$ cat src/hw/rtl/i2cem_pkg.sv
// shared types and constants of the i2c eeprom master sequencer
// used by the step logic and the top level
package i2cem_pkg;

   localparam int unsigned CSR_DATA_W = 8;

   localparam logic [1:0] OP_TICK  = 2'd0;
   localparam logic [1:0] OP_WRITE = 2'd1;
   localparam logic [1:0] OP_READ  = 2'd2;

   localparam logic CSR_DEVICE_ADDRESS    = 1'b0;
   localparam logic CSR_ACK_TIMEOUT_LIMIT = 1'b1;

   localparam logic [6:0] DEVICE_ADDRESS_RESET    = 7'd80;
   localparam logic [7:0] ACK_TIMEOUT_LIMIT_RESET = 8'd250;

   // byte_stage values
   localparam logic [2:0] STAGE_DEVICE   = 3'd0;
   localparam logic [2:0] STAGE_WORD     = 3'd1;
   localparam logic [2:0] STAGE_SECOND   = 3'd2;
   localparam logic [2:0] STAGE_THIRD    = 3'd3;
   localparam logic [2:0] STAGE_ABORT    = 3'd7;

   localparam logic [3:0] BITS_PER_BYTE = 4'd8;

   typedef enum logic [21:0] {
      PH_IDLE = 22'h000001,
      PH_ST0  = 22'h000002,
      PH_ST1  = 22'h000004,
      PH_ST2  = 22'h000008,
      PH_ST3  = 22'h000010,
      PH_TX0  = 22'h000020,
      PH_TX1  = 22'h000040,
      PH_TX2  = 22'h000080,
      PH_TX3  = 22'h000100,
      PH_AK0  = 22'h000200,
      PH_AK1  = 22'h000400,
      PH_AKW  = 22'h000800,
      PH_RX0  = 22'h001000,
      PH_RX1  = 22'h002000,
      PH_MA0  = 22'h004000,
      PH_MA1  = 22'h008000,
      PH_MA2  = 22'h010000,
      PH_MA3  = 22'h020000,
      PH_SP0  = 22'h040000,
      PH_SP1  = 22'h080000,
      PH_SP2  = 22'h100000,
      PH_SP3  = 22'h200000
   } phase_type;

   typedef struct packed {
      phase_type  phase;
      logic [3:0] bit_index;
      logic [7:0] shift_byte;
      logic [7:0] wait_count;
      logic       is_read;
      logic [7:0] held_address;
      logic [7:0] held_first;
      logic [7:0] held_second;
      logic [7:0] bytes_left;
      logic [2:0] byte_stage;
      logic       scl_out;
      logic       sda_out;
   } state_type;

   typedef struct packed {
      logic [1:0] opcode;
      logic [7:0] mem_address;
      logic [7:0] write_first;
      logic [7:0] write_second;
      logic [7:0] read_count;
      logic       sda_sample;
   } req_type;

   typedef struct packed {
      logic [6:0] device_address;
      logic [7:0] ack_timeout_limit;
   } cfg_type;

   typedef struct packed {
      logic       scl_level;
      logic       sda_level;
      logic [7:0] read_byte;
      logic       read_valid;
      logic       read_last;
      logic       done_res;
      logic       nack_error;
      logic       busy_res;
      logic       command_rejected;
   } rsp_type;

endpackage

$ cat src/hw/rtl/i2cem_req_if.sv
// request channel of the i2c eeprom master sequencer: valid/ready plus item fields
// standalone, no package needed
interface i2cem_req_if;
   logic       valid;
   logic       ready;
   logic [1:0] opcode;
   logic [7:0] mem_address;
   logic [7:0] write_first;
   logic [7:0] write_second;
   logic [7:0] read_count;
   logic       sda_sample;

   modport source (
      output valid, opcode, mem_address, write_first, write_second, read_count, sda_sample,
      input  ready
   );
   modport sink (
      input  valid, opcode, mem_address, write_first, write_second, read_count, sda_sample,
      output ready
   );
endinterface

$ cat src/hw/rtl/i2cem_rsp_if.sv
// result channel of the i2c eeprom master sequencer: valid/ready plus result fields
// standalone, no package needed
interface i2cem_rsp_if;
   logic       valid;
   logic       ready;
   logic       scl_level;
   logic       sda_level;
   logic [7:0] read_byte;
   logic       read_valid;
   logic       read_last;
   logic       done_res;
   logic       nack_error;
   logic       busy_res;
   logic       command_rejected;

   modport source (
      output valid, scl_level, sda_level, read_byte, read_valid, read_last,
             done_res, nack_error, busy_res, command_rejected,
      input  ready
   );
   modport sink (
      input  valid, scl_level, sda_level, read_byte, read_valid, read_last,
             done_res, nack_error, busy_res, command_rejected,
      output ready
   );
endinterface

$ cat src/hw/rtl/i2cem_step.sv
// next-state and result logic for one item of the i2c sequencer
// depends on i2cem_pkg
module i2cem_step (
   input  i2cem_pkg::state_type state_cur,
   input  i2cem_pkg::req_type   req_item,
   input  i2cem_pkg::cfg_type   cfg,
   output i2cem_pkg::state_type state_nxt,
   output i2cem_pkg::rsp_type   result
);

   logic [2:0] stage_inc;
   logic [3:0] bit_inc;
   logic [7:0] rx_shift;
   logic [7:0] bytes_dec;

   assign stage_inc = state_cur.byte_stage + 3'd1;
   assign bit_inc   = state_cur.bit_index + 4'd1;
   assign rx_shift  = {state_cur.shift_byte[6:0], req_item.sda_sample};
   assign bytes_dec = state_cur.bytes_left - 8'd1;

   always_comb begin
      state_nxt = state_cur;
      result    = '0;

      if (req_item.opcode == i2cem_pkg::OP_WRITE || req_item.opcode == i2cem_pkg::OP_READ) begin
         if (state_cur.phase != i2cem_pkg::PH_IDLE) begin
            result.command_rejected = 1'b1;
         end else begin
            state_nxt.is_read      = (req_item.opcode == i2cem_pkg::OP_READ);
            state_nxt.held_address = req_item.mem_address;
            state_nxt.held_first   = req_item.write_first;
            state_nxt.held_second  = req_item.write_second;
            state_nxt.bytes_left   = req_item.read_count;
            state_nxt.byte_stage   = i2cem_pkg::STAGE_DEVICE;
            state_nxt.bit_index    = '0;
            state_nxt.shift_byte   = '0;
            state_nxt.wait_count   = '0;
            state_nxt.phase        = i2cem_pkg::PH_ST0;
         end
      end else if (req_item.opcode == i2cem_pkg::OP_TICK) begin
         case (state_cur.phase)
            i2cem_pkg::PH_IDLE: begin
               state_nxt.phase = i2cem_pkg::PH_IDLE;
            end
            i2cem_pkg::PH_ST0: begin
               state_nxt.scl_out = 1'b1;
               state_nxt.phase   = i2cem_pkg::PH_ST1;
            end
            i2cem_pkg::PH_ST1: begin
               state_nxt.sda_out = 1'b1;
               state_nxt.phase   = i2cem_pkg::PH_ST2;
            end
            i2cem_pkg::PH_ST2: begin
               state_nxt.sda_out = 1'b0;
               state_nxt.phase   = i2cem_pkg::PH_ST3;
            end
            i2cem_pkg::PH_ST3: begin
               // device address byte, read bit set only after the repeated start
               state_nxt.scl_out    = 1'b0;
               state_nxt.shift_byte = {cfg.device_address,
                                       state_cur.byte_stage == i2cem_pkg::STAGE_SECOND};
               state_nxt.bit_index  = '0;
               state_nxt.phase      = i2cem_pkg::PH_TX0;
            end
            i2cem_pkg::PH_TX0: begin
               state_nxt.scl_out = 1'b0;
               state_nxt.phase   = i2cem_pkg::PH_TX1;
            end
            i2cem_pkg::PH_TX1: begin
               state_nxt.sda_out = state_cur.shift_byte[7];
               state_nxt.phase   = i2cem_pkg::PH_TX2;
            end
            i2cem_pkg::PH_TX2: begin
               state_nxt.scl_out = 1'b1;
               state_nxt.phase   = i2cem_pkg::PH_TX3;
            end
            i2cem_pkg::PH_TX3: begin
               state_nxt.scl_out    = 1'b0;
               state_nxt.shift_byte = {state_cur.shift_byte[6:0], 1'b0};
               state_nxt.bit_index  = bit_inc;
               state_nxt.phase      = (bit_inc >= i2cem_pkg::BITS_PER_BYTE) ?
                                      i2cem_pkg::PH_AK0 : i2cem_pkg::PH_TX0;
            end
            i2cem_pkg::PH_AK0: begin
               state_nxt.sda_out    = 1'b1;
               state_nxt.wait_count = '0;
               state_nxt.phase      = i2cem_pkg::PH_AK1;
            end
            i2cem_pkg::PH_AK1: begin
               state_nxt.scl_out = 1'b1;
               state_nxt.phase   = i2cem_pkg::PH_AKW;
            end
            i2cem_pkg::PH_AKW: begin
               if (!req_item.sda_sample) begin
                  state_nxt.scl_out    = 1'b0;
                  state_nxt.wait_count = '0;
                  state_nxt.byte_stage = stage_inc;
                  // pick the next byte or bus condition after a good ack
                  if (stage_inc == i2cem_pkg::STAGE_WORD) begin
                     state_nxt.shift_byte = state_cur.held_address;
                     state_nxt.bit_index  = '0;
                     state_nxt.phase      = i2cem_pkg::PH_TX0;
                  end else if (state_cur.is_read) begin
                     if (stage_inc == i2cem_pkg::STAGE_SECOND) begin
                        state_nxt.phase = i2cem_pkg::PH_ST0;
                     end else if (state_cur.bytes_left != 8'd0) begin
                        state_nxt.shift_byte = '0;
                        state_nxt.bit_index  = '0;
                        state_nxt.phase      = i2cem_pkg::PH_RX0;
                     end else begin
                        state_nxt.phase = i2cem_pkg::PH_SP0;
                     end
                  end else if (stage_inc == i2cem_pkg::STAGE_SECOND) begin
                     state_nxt.shift_byte = state_cur.held_first;
                     state_nxt.bit_index  = '0;
                     state_nxt.phase      = i2cem_pkg::PH_TX0;
                  end else if (stage_inc == i2cem_pkg::STAGE_THIRD) begin
                     state_nxt.shift_byte = state_cur.held_second;
                     state_nxt.bit_index  = '0;
                     state_nxt.phase      = i2cem_pkg::PH_TX0;
                  end else begin
                     state_nxt.phase = i2cem_pkg::PH_SP0;
                  end
               end else if (state_cur.wait_count == cfg.ack_timeout_limit) begin
                  state_nxt.wait_count = '0;
                  state_nxt.byte_stage = i2cem_pkg::STAGE_ABORT;
                  state_nxt.phase      = i2cem_pkg::PH_SP0;
               end else begin
                  state_nxt.wait_count = state_cur.wait_count + 8'd1;
               end
            end
            i2cem_pkg::PH_RX0: begin
               state_nxt.scl_out = 1'b1;
               state_nxt.sda_out = 1'b1;
               state_nxt.phase   = i2cem_pkg::PH_RX1;
            end
            i2cem_pkg::PH_RX1: begin
               state_nxt.shift_byte = rx_shift;
               state_nxt.scl_out    = 1'b0;
               state_nxt.bit_index  = bit_inc;
               if (bit_inc >= i2cem_pkg::BITS_PER_BYTE) begin
                  result.read_valid = 1'b1;
                  result.read_byte  = rx_shift;
                  result.read_last  = (state_cur.bytes_left == 8'd1);
                  state_nxt.phase   = i2cem_pkg::PH_MA0;
               end else begin
                  state_nxt.phase = i2cem_pkg::PH_RX0;
               end
            end
            i2cem_pkg::PH_MA0: begin
               state_nxt.scl_out = 1'b0;
               state_nxt.phase   = i2cem_pkg::PH_MA1;
            end
            i2cem_pkg::PH_MA1: begin
               // nack the last byte, ack the others
               state_nxt.sda_out = (state_cur.bytes_left == 8'd1);
               state_nxt.phase   = i2cem_pkg::PH_MA2;
            end
            i2cem_pkg::PH_MA2: begin
               state_nxt.scl_out = 1'b1;
               state_nxt.phase   = i2cem_pkg::PH_MA3;
            end
            i2cem_pkg::PH_MA3: begin
               state_nxt.scl_out    = 1'b0;
               state_nxt.bytes_left = bytes_dec;
               if (bytes_dec == 8'd0) begin
                  state_nxt.phase = i2cem_pkg::PH_SP0;
               end else begin
                  state_nxt.shift_byte = '0;
                  state_nxt.bit_index  = '0;
                  state_nxt.phase      = i2cem_pkg::PH_RX0;
               end
            end
            i2cem_pkg::PH_SP0: begin
               state_nxt.scl_out = 1'b0;
               state_nxt.phase   = i2cem_pkg::PH_SP1;
            end
            i2cem_pkg::PH_SP1: begin
               state_nxt.sda_out = 1'b0;
               state_nxt.phase   = i2cem_pkg::PH_SP2;
            end
            i2cem_pkg::PH_SP2: begin
               state_nxt.scl_out = 1'b1;
               state_nxt.phase   = i2cem_pkg::PH_SP3;
            end
            i2cem_pkg::PH_SP3: begin
               state_nxt.sda_out = 1'b1;
               result.done_res   = 1'b1;
               result.nack_error = (state_cur.byte_stage == i2cem_pkg::STAGE_ABORT);
               state_nxt.phase   = i2cem_pkg::PH_IDLE;
            end
            default: begin
               state_nxt.phase = i2cem_pkg::PH_IDLE;
            end
         endcase
      end

      result.scl_level = state_nxt.scl_out;
      result.sda_level = state_nxt.sda_out;
      result.busy_res  = (state_nxt.phase != i2cem_pkg::PH_IDLE);
   end

endmodule

$ cat src/hw/rtl/i2c_eeprom_master_sequencer_core.sv
// top level of the i2c eeprom master sequencer: sequencer state, config and result register
// depends on i2cem_pkg, i2cem_req_if, i2cem_rsp_if and i2cem_step
//
// Usage:
//   req_chan carries items: a write command (word address, two data bytes), a read
//   command (word address, byte count) or a tick with the sampled SDA level. Each
//   tick steps one bus phase, or waits for an ack. rsp_chan returns exactly one result per
//   item: the SCL/SDA drive after that step plus read byte, done, nack and busy flags.
//   csr_write_en/csr_index/csr_write_data set the device address (index 0) and the
//   ack timeout (index 1); write them only while no transaction runs.
//   The result of an item is registered onto rsp_chan in the cycle after it is accepted.
//   Throughput: one item per cycle; the sequencer state is updated in the cycle of
//   acceptance and the result goes into a single output register.
//   When rsp_chan stalls, that register holds its result and req_chan.ready drops
//   until it is taken; it rises again in the same cycle the result leaves.
//   Reset: bus lines released high, sequencer idle, device address 80, timeout 250,
//   result register empty.
module i2c_eeprom_master_sequencer_core (
   input  logic                                  clock,
   input  logic                                  reset,
   i2cem_req_if.sink                             req_chan,
   i2cem_rsp_if.source                           rsp_chan,
   input  logic                                  csr_write_en,
   input  logic                                  csr_index,
   input  logic [i2cem_pkg::CSR_DATA_W-1:0]      csr_write_data
);

   i2cem_pkg::state_type state_ff, state_in, state_step;
   i2cem_pkg::cfg_type   cfg_ff, cfg_in;
   i2cem_pkg::rsp_type   rsp_ff, rsp_in, rsp_step;
   i2cem_pkg::req_type   req_item;
   logic                 rsp_valid_ff, rsp_valid_in;
   logic                 req_fire;

   assign req_item.opcode       = req_chan.opcode;
   assign req_item.mem_address  = req_chan.mem_address;
   assign req_item.write_first  = req_chan.write_first;
   assign req_item.write_second = req_chan.write_second;
   assign req_item.read_count   = req_chan.read_count;
   assign req_item.sda_sample   = req_chan.sda_sample;

   i2cem_step u_step (
      .state_cur (state_ff),
      .req_item  (req_item),
      .cfg       (cfg_ff),
      .state_nxt (state_step),
      .result    (rsp_step)
   );

   assign req_chan.ready = !rsp_valid_ff || rsp_chan.ready;
   assign req_fire       = req_chan.valid && req_chan.ready;

   always_comb begin
      state_in     = state_ff;
      rsp_in       = rsp_ff;
      rsp_valid_in = rsp_valid_ff && !rsp_chan.ready;
      if (req_fire) begin
         state_in     = state_step;
         rsp_in       = rsp_step;
         rsp_valid_in = 1'b1;
      end
   end

   always_comb begin
      cfg_in = cfg_ff;
      if (csr_write_en) begin
         case (csr_index)
            i2cem_pkg::CSR_DEVICE_ADDRESS:    cfg_in.device_address    = csr_write_data[6:0];
            i2cem_pkg::CSR_ACK_TIMEOUT_LIMIT: cfg_in.ack_timeout_limit = csr_write_data[7:0];
            default:                          cfg_in = cfg_ff;
         endcase
      end
   end

   always_ff @(posedge clock) begin
      if (reset) begin
         state_ff     <= '{phase:        i2cem_pkg::PH_IDLE,
                           bit_index:    4'd0,
                           shift_byte:   8'd0,
                           wait_count:   8'd0,
                           is_read:      1'b0,
                           held_address: 8'd0,
                           held_first:   8'd0,
                           held_second:  8'd0,
                           bytes_left:   8'd0,
                           byte_stage:   i2cem_pkg::STAGE_DEVICE,
                           scl_out:      1'b1,
                           sda_out:      1'b1};
         cfg_ff       <= '{device_address:    i2cem_pkg::DEVICE_ADDRESS_RESET,
                           ack_timeout_limit: i2cem_pkg::ACK_TIMEOUT_LIMIT_RESET};
         rsp_valid_ff <= 1'b0;
      end else begin
         state_ff     <= state_in;
         cfg_ff       <= cfg_in;
         rsp_valid_ff <= rsp_valid_in;
      end
   end

   // result payload needs no reset
   always_ff @(posedge clock) begin
      rsp_ff <= rsp_in;
   end

   assign rsp_chan.valid            = rsp_valid_ff;
   assign rsp_chan.scl_level        = rsp_ff.scl_level;
   assign rsp_chan.sda_level        = rsp_ff.sda_level;
   assign rsp_chan.read_byte        = rsp_ff.read_byte;
   assign rsp_chan.read_valid       = rsp_ff.read_valid;
   assign rsp_chan.read_last        = rsp_ff.read_last;
   assign rsp_chan.done_res         = rsp_ff.done_res;
   assign rsp_chan.nack_error       = rsp_ff.nack_error;
   assign rsp_chan.busy_res         = rsp_ff.busy_res;
   assign rsp_chan.command_rejected = rsp_ff.command_rejected;

   // start accepted while idle always opens with the start condition
   a_start_enters_st0 : assert property (@(posedge clock) disable iff (reset)
      req_fire && state_ff.phase == i2cem_pkg::PH_IDLE &&
      (req_chan.opcode == i2cem_pkg::OP_WRITE || req_chan.opcode == i2cem_pkg::OP_READ)
      |=> state_ff.phase == i2cem_pkg::PH_ST0)
      else $error("start command did not enter start phase");

   // busy flag of the result tracks the sequencer state left by the item
   a_busy_matches_state : assert property (@(posedge clock) disable iff (reset)
      req_fire |=> rsp_valid_ff &&
                   rsp_ff.busy_res == (state_ff.phase != i2cem_pkg::PH_IDLE))
      else $error("busy flag disagrees with sequencer phase");

   // a nack report only comes with the stop that ends the transaction
   a_nack_with_done : assert property (@(posedge clock) disable iff (reset)
      rsp_valid_ff && rsp_ff.nack_error |-> rsp_ff.done_res && !rsp_ff.busy_res)
      else $error("nack reported without completed stop");

endmodule

$ cat src/flat_wrapper.sv
// flat-port wrapper written by rule: the top's interface ports become plain ports
module i2c_eeprom_master_sequencer_core_flat 
  (clock, reset, csr_write_en, csr_index, csr_write_data, req_chan_valid, req_chan_opcode, req_chan_mem_address, req_chan_write_first, req_chan_write_second, req_chan_read_count, req_chan_sda_sample, req_chan_ready, rsp_chan_valid, rsp_chan_scl_level, rsp_chan_sda_level, rsp_chan_read_byte, rsp_chan_read_valid, rsp_chan_read_last, rsp_chan_done_res, rsp_chan_nack_error, rsp_chan_busy_res, rsp_chan_command_rejected, rsp_chan_ready);
  i2cem_req_if req_chan_i ();
  i2cem_rsp_if rsp_chan_i ();
  input  logic clock;
  input  logic reset;
  input  logic csr_write_en;
  input  logic csr_index;
  input  logic [i2cem_pkg::CSR_DATA_W-1:0] csr_write_data;
  input wire logic [$bits(req_chan_i.valid)-1:0] req_chan_valid;
  input wire logic [$bits(req_chan_i.opcode)-1:0] req_chan_opcode;
  input wire logic [$bits(req_chan_i.mem_address)-1:0] req_chan_mem_address;
  input wire logic [$bits(req_chan_i.write_first)-1:0] req_chan_write_first;
  input wire logic [$bits(req_chan_i.write_second)-1:0] req_chan_write_second;
  input wire logic [$bits(req_chan_i.read_count)-1:0] req_chan_read_count;
  input wire logic [$bits(req_chan_i.sda_sample)-1:0] req_chan_sda_sample;
  output wire logic [$bits(req_chan_i.ready)-1:0] req_chan_ready;
  output wire logic [$bits(rsp_chan_i.valid)-1:0] rsp_chan_valid;
  output wire logic [$bits(rsp_chan_i.scl_level)-1:0] rsp_chan_scl_level;
  output wire logic [$bits(rsp_chan_i.sda_level)-1:0] rsp_chan_sda_level;
  output wire logic [$bits(rsp_chan_i.read_byte)-1:0] rsp_chan_read_byte;
  output wire logic [$bits(rsp_chan_i.read_valid)-1:0] rsp_chan_read_valid;
  output wire logic [$bits(rsp_chan_i.read_last)-1:0] rsp_chan_read_last;
  output wire logic [$bits(rsp_chan_i.done_res)-1:0] rsp_chan_done_res;
  output wire logic [$bits(rsp_chan_i.nack_error)-1:0] rsp_chan_nack_error;
  output wire logic [$bits(rsp_chan_i.busy_res)-1:0] rsp_chan_busy_res;
  output wire logic [$bits(rsp_chan_i.command_rejected)-1:0] rsp_chan_command_rejected;
  input wire logic [$bits(rsp_chan_i.ready)-1:0] rsp_chan_ready;
  assign req_chan_i.valid = req_chan_valid;
  assign req_chan_i.opcode = req_chan_opcode;
  assign req_chan_i.mem_address = req_chan_mem_address;
  assign req_chan_i.write_first = req_chan_write_first;
  assign req_chan_i.write_second = req_chan_write_second;
  assign req_chan_i.read_count = req_chan_read_count;
  assign req_chan_i.sda_sample = req_chan_sda_sample;
  assign req_chan_ready = req_chan_i.ready;
  assign rsp_chan_valid = rsp_chan_i.valid;
  assign rsp_chan_scl_level = rsp_chan_i.scl_level;
  assign rsp_chan_sda_level = rsp_chan_i.sda_level;
  assign rsp_chan_read_byte = rsp_chan_i.read_byte;
  assign rsp_chan_read_valid = rsp_chan_i.read_valid;
  assign rsp_chan_read_last = rsp_chan_i.read_last;
  assign rsp_chan_done_res = rsp_chan_i.done_res;
  assign rsp_chan_nack_error = rsp_chan_i.nack_error;
  assign rsp_chan_busy_res = rsp_chan_i.busy_res;
  assign rsp_chan_command_rejected = rsp_chan_i.command_rejected;
  assign rsp_chan_i.ready = rsp_chan_ready;
  i2c_eeprom_master_sequencer_core u_core (.clock(clock), .reset(reset), .req_chan(req_chan_i), .rsp_chan(rsp_chan_i), .csr_write_en(csr_write_en), .csr_index(csr_index), .csr_write_data(csr_write_data));
endmodule
$ cat config.mk
export PLATFORM = sky130hd
export DESIGN_NAME = i2c_eeprom_master_sequencer_core_flat
export DESIGN_NICKNAME = d
export VERILOG_FILES = /design/src/hw/rtl/i2cem_pkg.sv /design/src/hw/rtl/i2cem_req_if.sv /design/src/hw/rtl/i2cem_rsp_if.sv /design/src/hw/rtl/i2cem_step.sv /design/src/hw/rtl/i2c_eeprom_master_sequencer_core.sv /design/src/flat_wrapper.sv
export SDC_FILE = /design/constraint.sdc
export NUM_CORES = 1
export LEC_CHECK = 0
export ABC_AREA = 1
export ABC_CLOCK_PERIOD_IN_PS = 4750
export BUFFER_PORTS_ARGS = -buffer_cell sky130_fd_sc_hd__buf_2
export CAP_MARGIN = 20
export CORE_ASPECT_RATIO = 0.75
export CORE_MARGIN = 2
export CORE_UTILIZATION = 45
export DETAILED_ROUTE_END_ITERATION = 8
export PLACE_DENSITY_LB_ADDON = 0.08
export SYNTH_ARGS = -nofsm -noshare
export SYNTH_HDL_FRONTEND = slang
export SYNTH_SLANG_ARGS = --single-unit
$ cat constraint.sdc
create_clock -name clock -period 4.75 [get_ports clock]
set_input_delay 0.95 -clock clock [delete_from_list [all_inputs] [get_ports clock]]
set_output_delay 0.95 -clock clock [all_outputs]
set_load 0.01 [all_outputs]
# Word-level counts from Yosys, hierarchy flattened

Index checks and enable logic that the tools add are counted.

Register bits after elaboration: 112
Latch bits: 0
Bits in writable memories: 0
Bits in read-only memories: 0
Input bits: 49
Word-level logic and storage cells: 141
Memories: 0

$add $sub $neg: 4
Multiply operators: 0
Divide/modulo/power cells: 0
Order comparisons: 1
Eq/ne operators: 39
Shift operators: 0
Mux-type cells: 38
Bitwise operators: 6
Reduce and logical (&&, ||, !) cells: 29

Operators by type and width:

| operator               | number |
|---|---|
| $pmux W22 S20          | 1 |
| $mux W34               | 3 |
| $mux W42               | 2 |
| $mux W78               | 1 |
| $mux W22               | 3 |
| $mux W12               | 5 |
| $pmux W12 S5           | 1 |
| $mux W19               | 3 |
| $ne A22 B1 Y1 const B  | 2 |
| $mux W8                | 3 |
| $eq A22 B10 Y1 const B | 1 |
| $eq A22 B11 Y1 const B | 1 |
| $eq A22 B12 Y1 const B | 1 |
| $eq A22 B13 Y1 const B | 1 |
| $eq A22 B14 Y1 const B | 1 |
| $eq A22 B15 Y1 const B | 1 |
| $eq A22 B16 Y1 const B | 1 |
| $eq A22 B17 Y1 const B | 1 |
| $eq A22 B18 Y1 const B | 1 |
| $eq A22 B19 Y1 const B | 1 |
| $eq A22 B2 Y1 const B  | 1 |
| $eq A22 B20 Y1 const B | 1 |
| $eq A22 B21 Y1 const B | 1 |
| $eq A22 B22 Y1 const B | 1 |
| other kinds (54)       | 79 |

# Depth between registers and ports, before layout

Depth after elaboration: 11
Mapped depth: 18
Depth with buffers taken out: 18

# Modules after synthesis

A second synthesis with hierarchy kept.

Cells, all modules: 1370
Area total of the unflattened synthesis: 8323.0 um2

By module, submodules not included:

| module                           | times used | cells an instance | area each (um2) | seq. area each (um2) |
|---|---|---|---|---|
| i2c_eeprom_master_sequencer_core | 1          | 608               | 4683.2          | 2402.3 |
| i2cem_step                       | 1          | 762               | 3639.7          | 0.0 |

# Worst setup path after synthesis

OpenSTA, ideal clock, no wires.

Kind: input port to flip-flop
Start: in req_chan_opcode[0]
End: reg u_core.rsp_ff, in the netlist u_core.rsp_chan.busy_res, data pin
Library setup time: 0.264 ns
Data arrival time: 2.517 ns
Data required time: 4.486 ns
Slack: 1.968 ns
Stages: 10
Path buffers: 3
Path through: inv_1 -> ha_1 -> buf_2 -> clkinv_1 -> clkbuf_1 -> clkbuf_1 -> o21ai_0 -> nand3b_1 -> nor2_1 -> nand4_1

RTL lines:

| item                 | RTL line                                | source |
|---|---|---|
| start, declared      | flat_wrapper.sv:12                      | `input wire logic [$bits(req_chan_i.opcode)-1:0] req_chan_opcode;` |
| end signal, assigned | i2c_eeprom_master_sequencer_core.sv:101 | `rsp_ff <= rsp_in;` |
| end, declared        | i2c_eeprom_master_sequencer_core.sv:30  | `i2cem_pkg::rsp_type rsp_ff, rsp_in, rsp_step;` |

==> qor.yml <==
status:
  status: "finished clean"
grt:
  grt_max_degree: 56
  grt_pass1_wl_um: 31100
  grt_use_met2_pct: 31.0
  antenna_found_initial: 0
  top_usage_layer: "met1"
  grt_util_met1_pct: 39.1
  met3_usage_pct: 5.39
  overflow: 0
  grt_use_total_pct: 24.0
  grt_pass1_vias: 5878
logic_synthesis:
  avgSynthCellArea_um2: 6.75
  synth_ff_type: "dfxtp_1"
  syn-cell-area_um2: 6840
  synth_edf_count: 16
  syn_inst: 1014
  synth_nets: 1076
  yosys-top-cells-count: "nand2_1 (198), nor2_1 (155), inv_1 (104)"
  ys_async_sr_fraction_pct: 0
  ys_ff_latch: 112
  synth_cell_types: 51
  yosysSeqAreaShare_pct: 35.1
  yosysMostFrequentCell: "nand2_1"
  synth_top_area_cell: "dfxtp_1"
  yosysWarnings: 0
  yosys.area.top_type_share_pct: 28.1
  synth.area.top_cells: "dfxtp_1 (28%), nand2_1 (11%), nor2_1 (8.5%), edfxtp_1 (7.0%), o21ai_0 (5.7%)"
layout:
  largest_reg_flops: 80
  area_growth_pct: 11.5
  fin_nets: 1122
  layout-drive-gt1-share_pct: 14.8
  final_cells: 1265
  antenna_cells: 0
  largest-register: "u_core.state_ff"
routing:
  viasPerCell: 5.25
  routed-via-count: 6638
  final_antenna_net_count: 0
  drt-wirelength-per-cell_um: 15.2
  drc: 0
  wl_um: 19200
  dr.pass1.iters: 5
  drtIter0Drc: 681
setup_path:
  crit_family: "buffers and inverters"
  cp.arrival_ns: 3.12
  cpPeakStageDelay_ns: 0.30
  crit_required_ns: 4.86
  regToRegSetupSlack_ns: 2.02
  path_class: "input pin to register"
  crit_start: "req_chan_opcode[1]"
  crit_path_top_delay_cell: "buf_4"
  endpoint_kind: "register"
  crit_buf_inv: 5
  rr_startpoint: "u_core.state_ff[79]"
  r2r_end: "u_core.state_ff[40]"
  cp.depth: 12
  ff2ff_path_depth: 9
  path_cells: "buf_2 -> inv_1 -> ha_1 -> buf_4 -> clkinv_1 -> buf_4 -> nand2_1 -> o21ai_0 -> nor2_1 -> nand4_1 -> nor2_1 -> nand4_1"
  startpoint_type: "input pin"
  cp_max_fo: 28
cts:
  cts_buffers: 9
  cts_buffer_depth: 2
  path_clk_slew_ns: 0.08
  postCtsSetupBuffers: 0
  clk_latency_ns: 0.37
  htree_levels: 3
  cts_tree: "yes"
  ctsResizeCount: 0
  cts_sinks: 112
  cts_root_buffer: "clkbuf_16"
  cts-hold-fix-buffers: 0
run:
  maxCapViolCount: 0
die:
  die_y_um: 111
  core_area_um2: 14600
  die_area_um2: 16200
  rows: 38
  num_io_pins: 67
  fp.dieW_um: 146
  start_util_pct: 46.7
power:
  intPower_mw: 1.54
  p_seq_share_pct: 46.5
  clock_power_share_pct: 34.3
  combPwrFrac_pct: 19.2
  p_leak_nw: 3.34
  powerDensity_nw_per_um2: 295
  power_switching_mw: 0.714
  swShare_pct: 31.7
  peakVddDrop_mv: 0.179
min_path:
  holdPathEnd: "u_core.cfg_ff[14]"
  worstHoldPathType: "register to register"
  hp-start: "u_core.cfg_ff[14]"
  hold_depth: 2
sta:
  tns_ns: 0
  setup-violations-final: 0
  hold_viol_final: 0
  finClkSkew_ns: 0.0120
  fin_crit_sh_pct: 63.5
  tightest_slew_ns: 0.660
  finalMaxSlewViolations: 0
  clock.fmax_mhz: 332
  maxSlewHeadroom_pct: 56.0
  rsz0062_at_grt: "no"
  period_minus_slack_ns: 3.02
placed_design:
  port_buffers: 66
  gp_congestion: 0.946
  dp_hpwl_um: 14200
  dpl.cell_count: 1248
kinds of logic after synthesis:
family,after synthesis,share of synthesized area (%)
and+or+nand+nor,540,37.1
buffers and inverters,162,9.47
xor gates and xnor gates,13,1.66
DFF,112,35.1
adders and majority gates,13,2.38
muxes,1,0.146
AOI/OAI and AO/OA,173,14.2
tightest hold or removal path: stages, from the launching register on:
cell	delay, ns
dfxtp_1	0.33
nand2_1	0.05
nand3_1	0.05
power by group through the flow:
stage / clock (mW) / combinational, mW / sequential (mW)
floorplan: 0 / 0.306 / 1.06
global placement: 0 / 0.422 / 1.07
detailed placement: 0 / 0.422 / 1.07
CTS: 0.790 / 0.423 / 1.04
global route: 0.820 / 0.482 / 1.05
finish: 0.773 / 0.432 / 1.05
through the flow:
step | area, um^2 | worst slack [ns] | utilization, % | total power, mW | hold slack (ns)
floorplan | 6840 | 1.97 | - | 1.37 | 0.429
global placement | 7300 | 1.52 | 49.9 | 1.49 | 0.457
detailed placement | 7300 | 1.43 | 49.9 | 1.49 | 0.456
CTS | 7600 | 1.82 | 51.9 | 2.26 | 0.475
global route | 7630 | 1.56 | 52.1 | 2.35 | 0.512
finish | 7630 | 1.73 | 52.1 | 2.25 | 0.468
layout make-up:
cell class                 instances  area [um^2]
clock buffer                      11          253
sequential                       112         2400
inverter                         121          459
clock inverter                     5         46.3
tap                              200          250
multi-input combinational        740         3790
timing repair buffer              76          425
fill                            1542         7010
worst max path at each step:
stage	to
finish	u_core.rsp_chan.busy_res
global route	u_core.rsp_chan.busy_res
CTS	u_core.rsp_chan.busy_res
detailed placement	u_core.rsp_chan.busy_res
global placement	u_core.rsp_chan.busy_res
floorplan	u_core.rsp_chan.busy_res
placed cells by master (no fill, tap or decap), drive strengths merged, types with 2 or more instances in the layout:
cell type	netlist	routed
a211oi	3	3
a21oi	50	50
a221oi	2	2
a22oi	3	3
a31oi	6	6
buf	17	76
clkbuf	24	11
clkinv	5	7
dfxtp	96	96
edfxtp	16	16
ha	13	13
inv	116	119
nand2	214	214
nand3	66	66
nand3b	2	2
nand4	11	11
nor2	175	175
nor3	63	63
nor4	5	5
o211ai	3	3
o21a	4	4
o21ai	87	87
o22ai	5	5
o31ai	8	8
or2	3	3
xnor2	10	10
xor2	3	3
metal layers:
layer / vias to the layer above / share of wire, %
li1: 3408 / -
met1: 2974 / 54
met2: 236 / 37
met3: 20 / 7.6
met4: 0 / 1.3
met5: - / 0
Power figures use the tool's default switching activity.
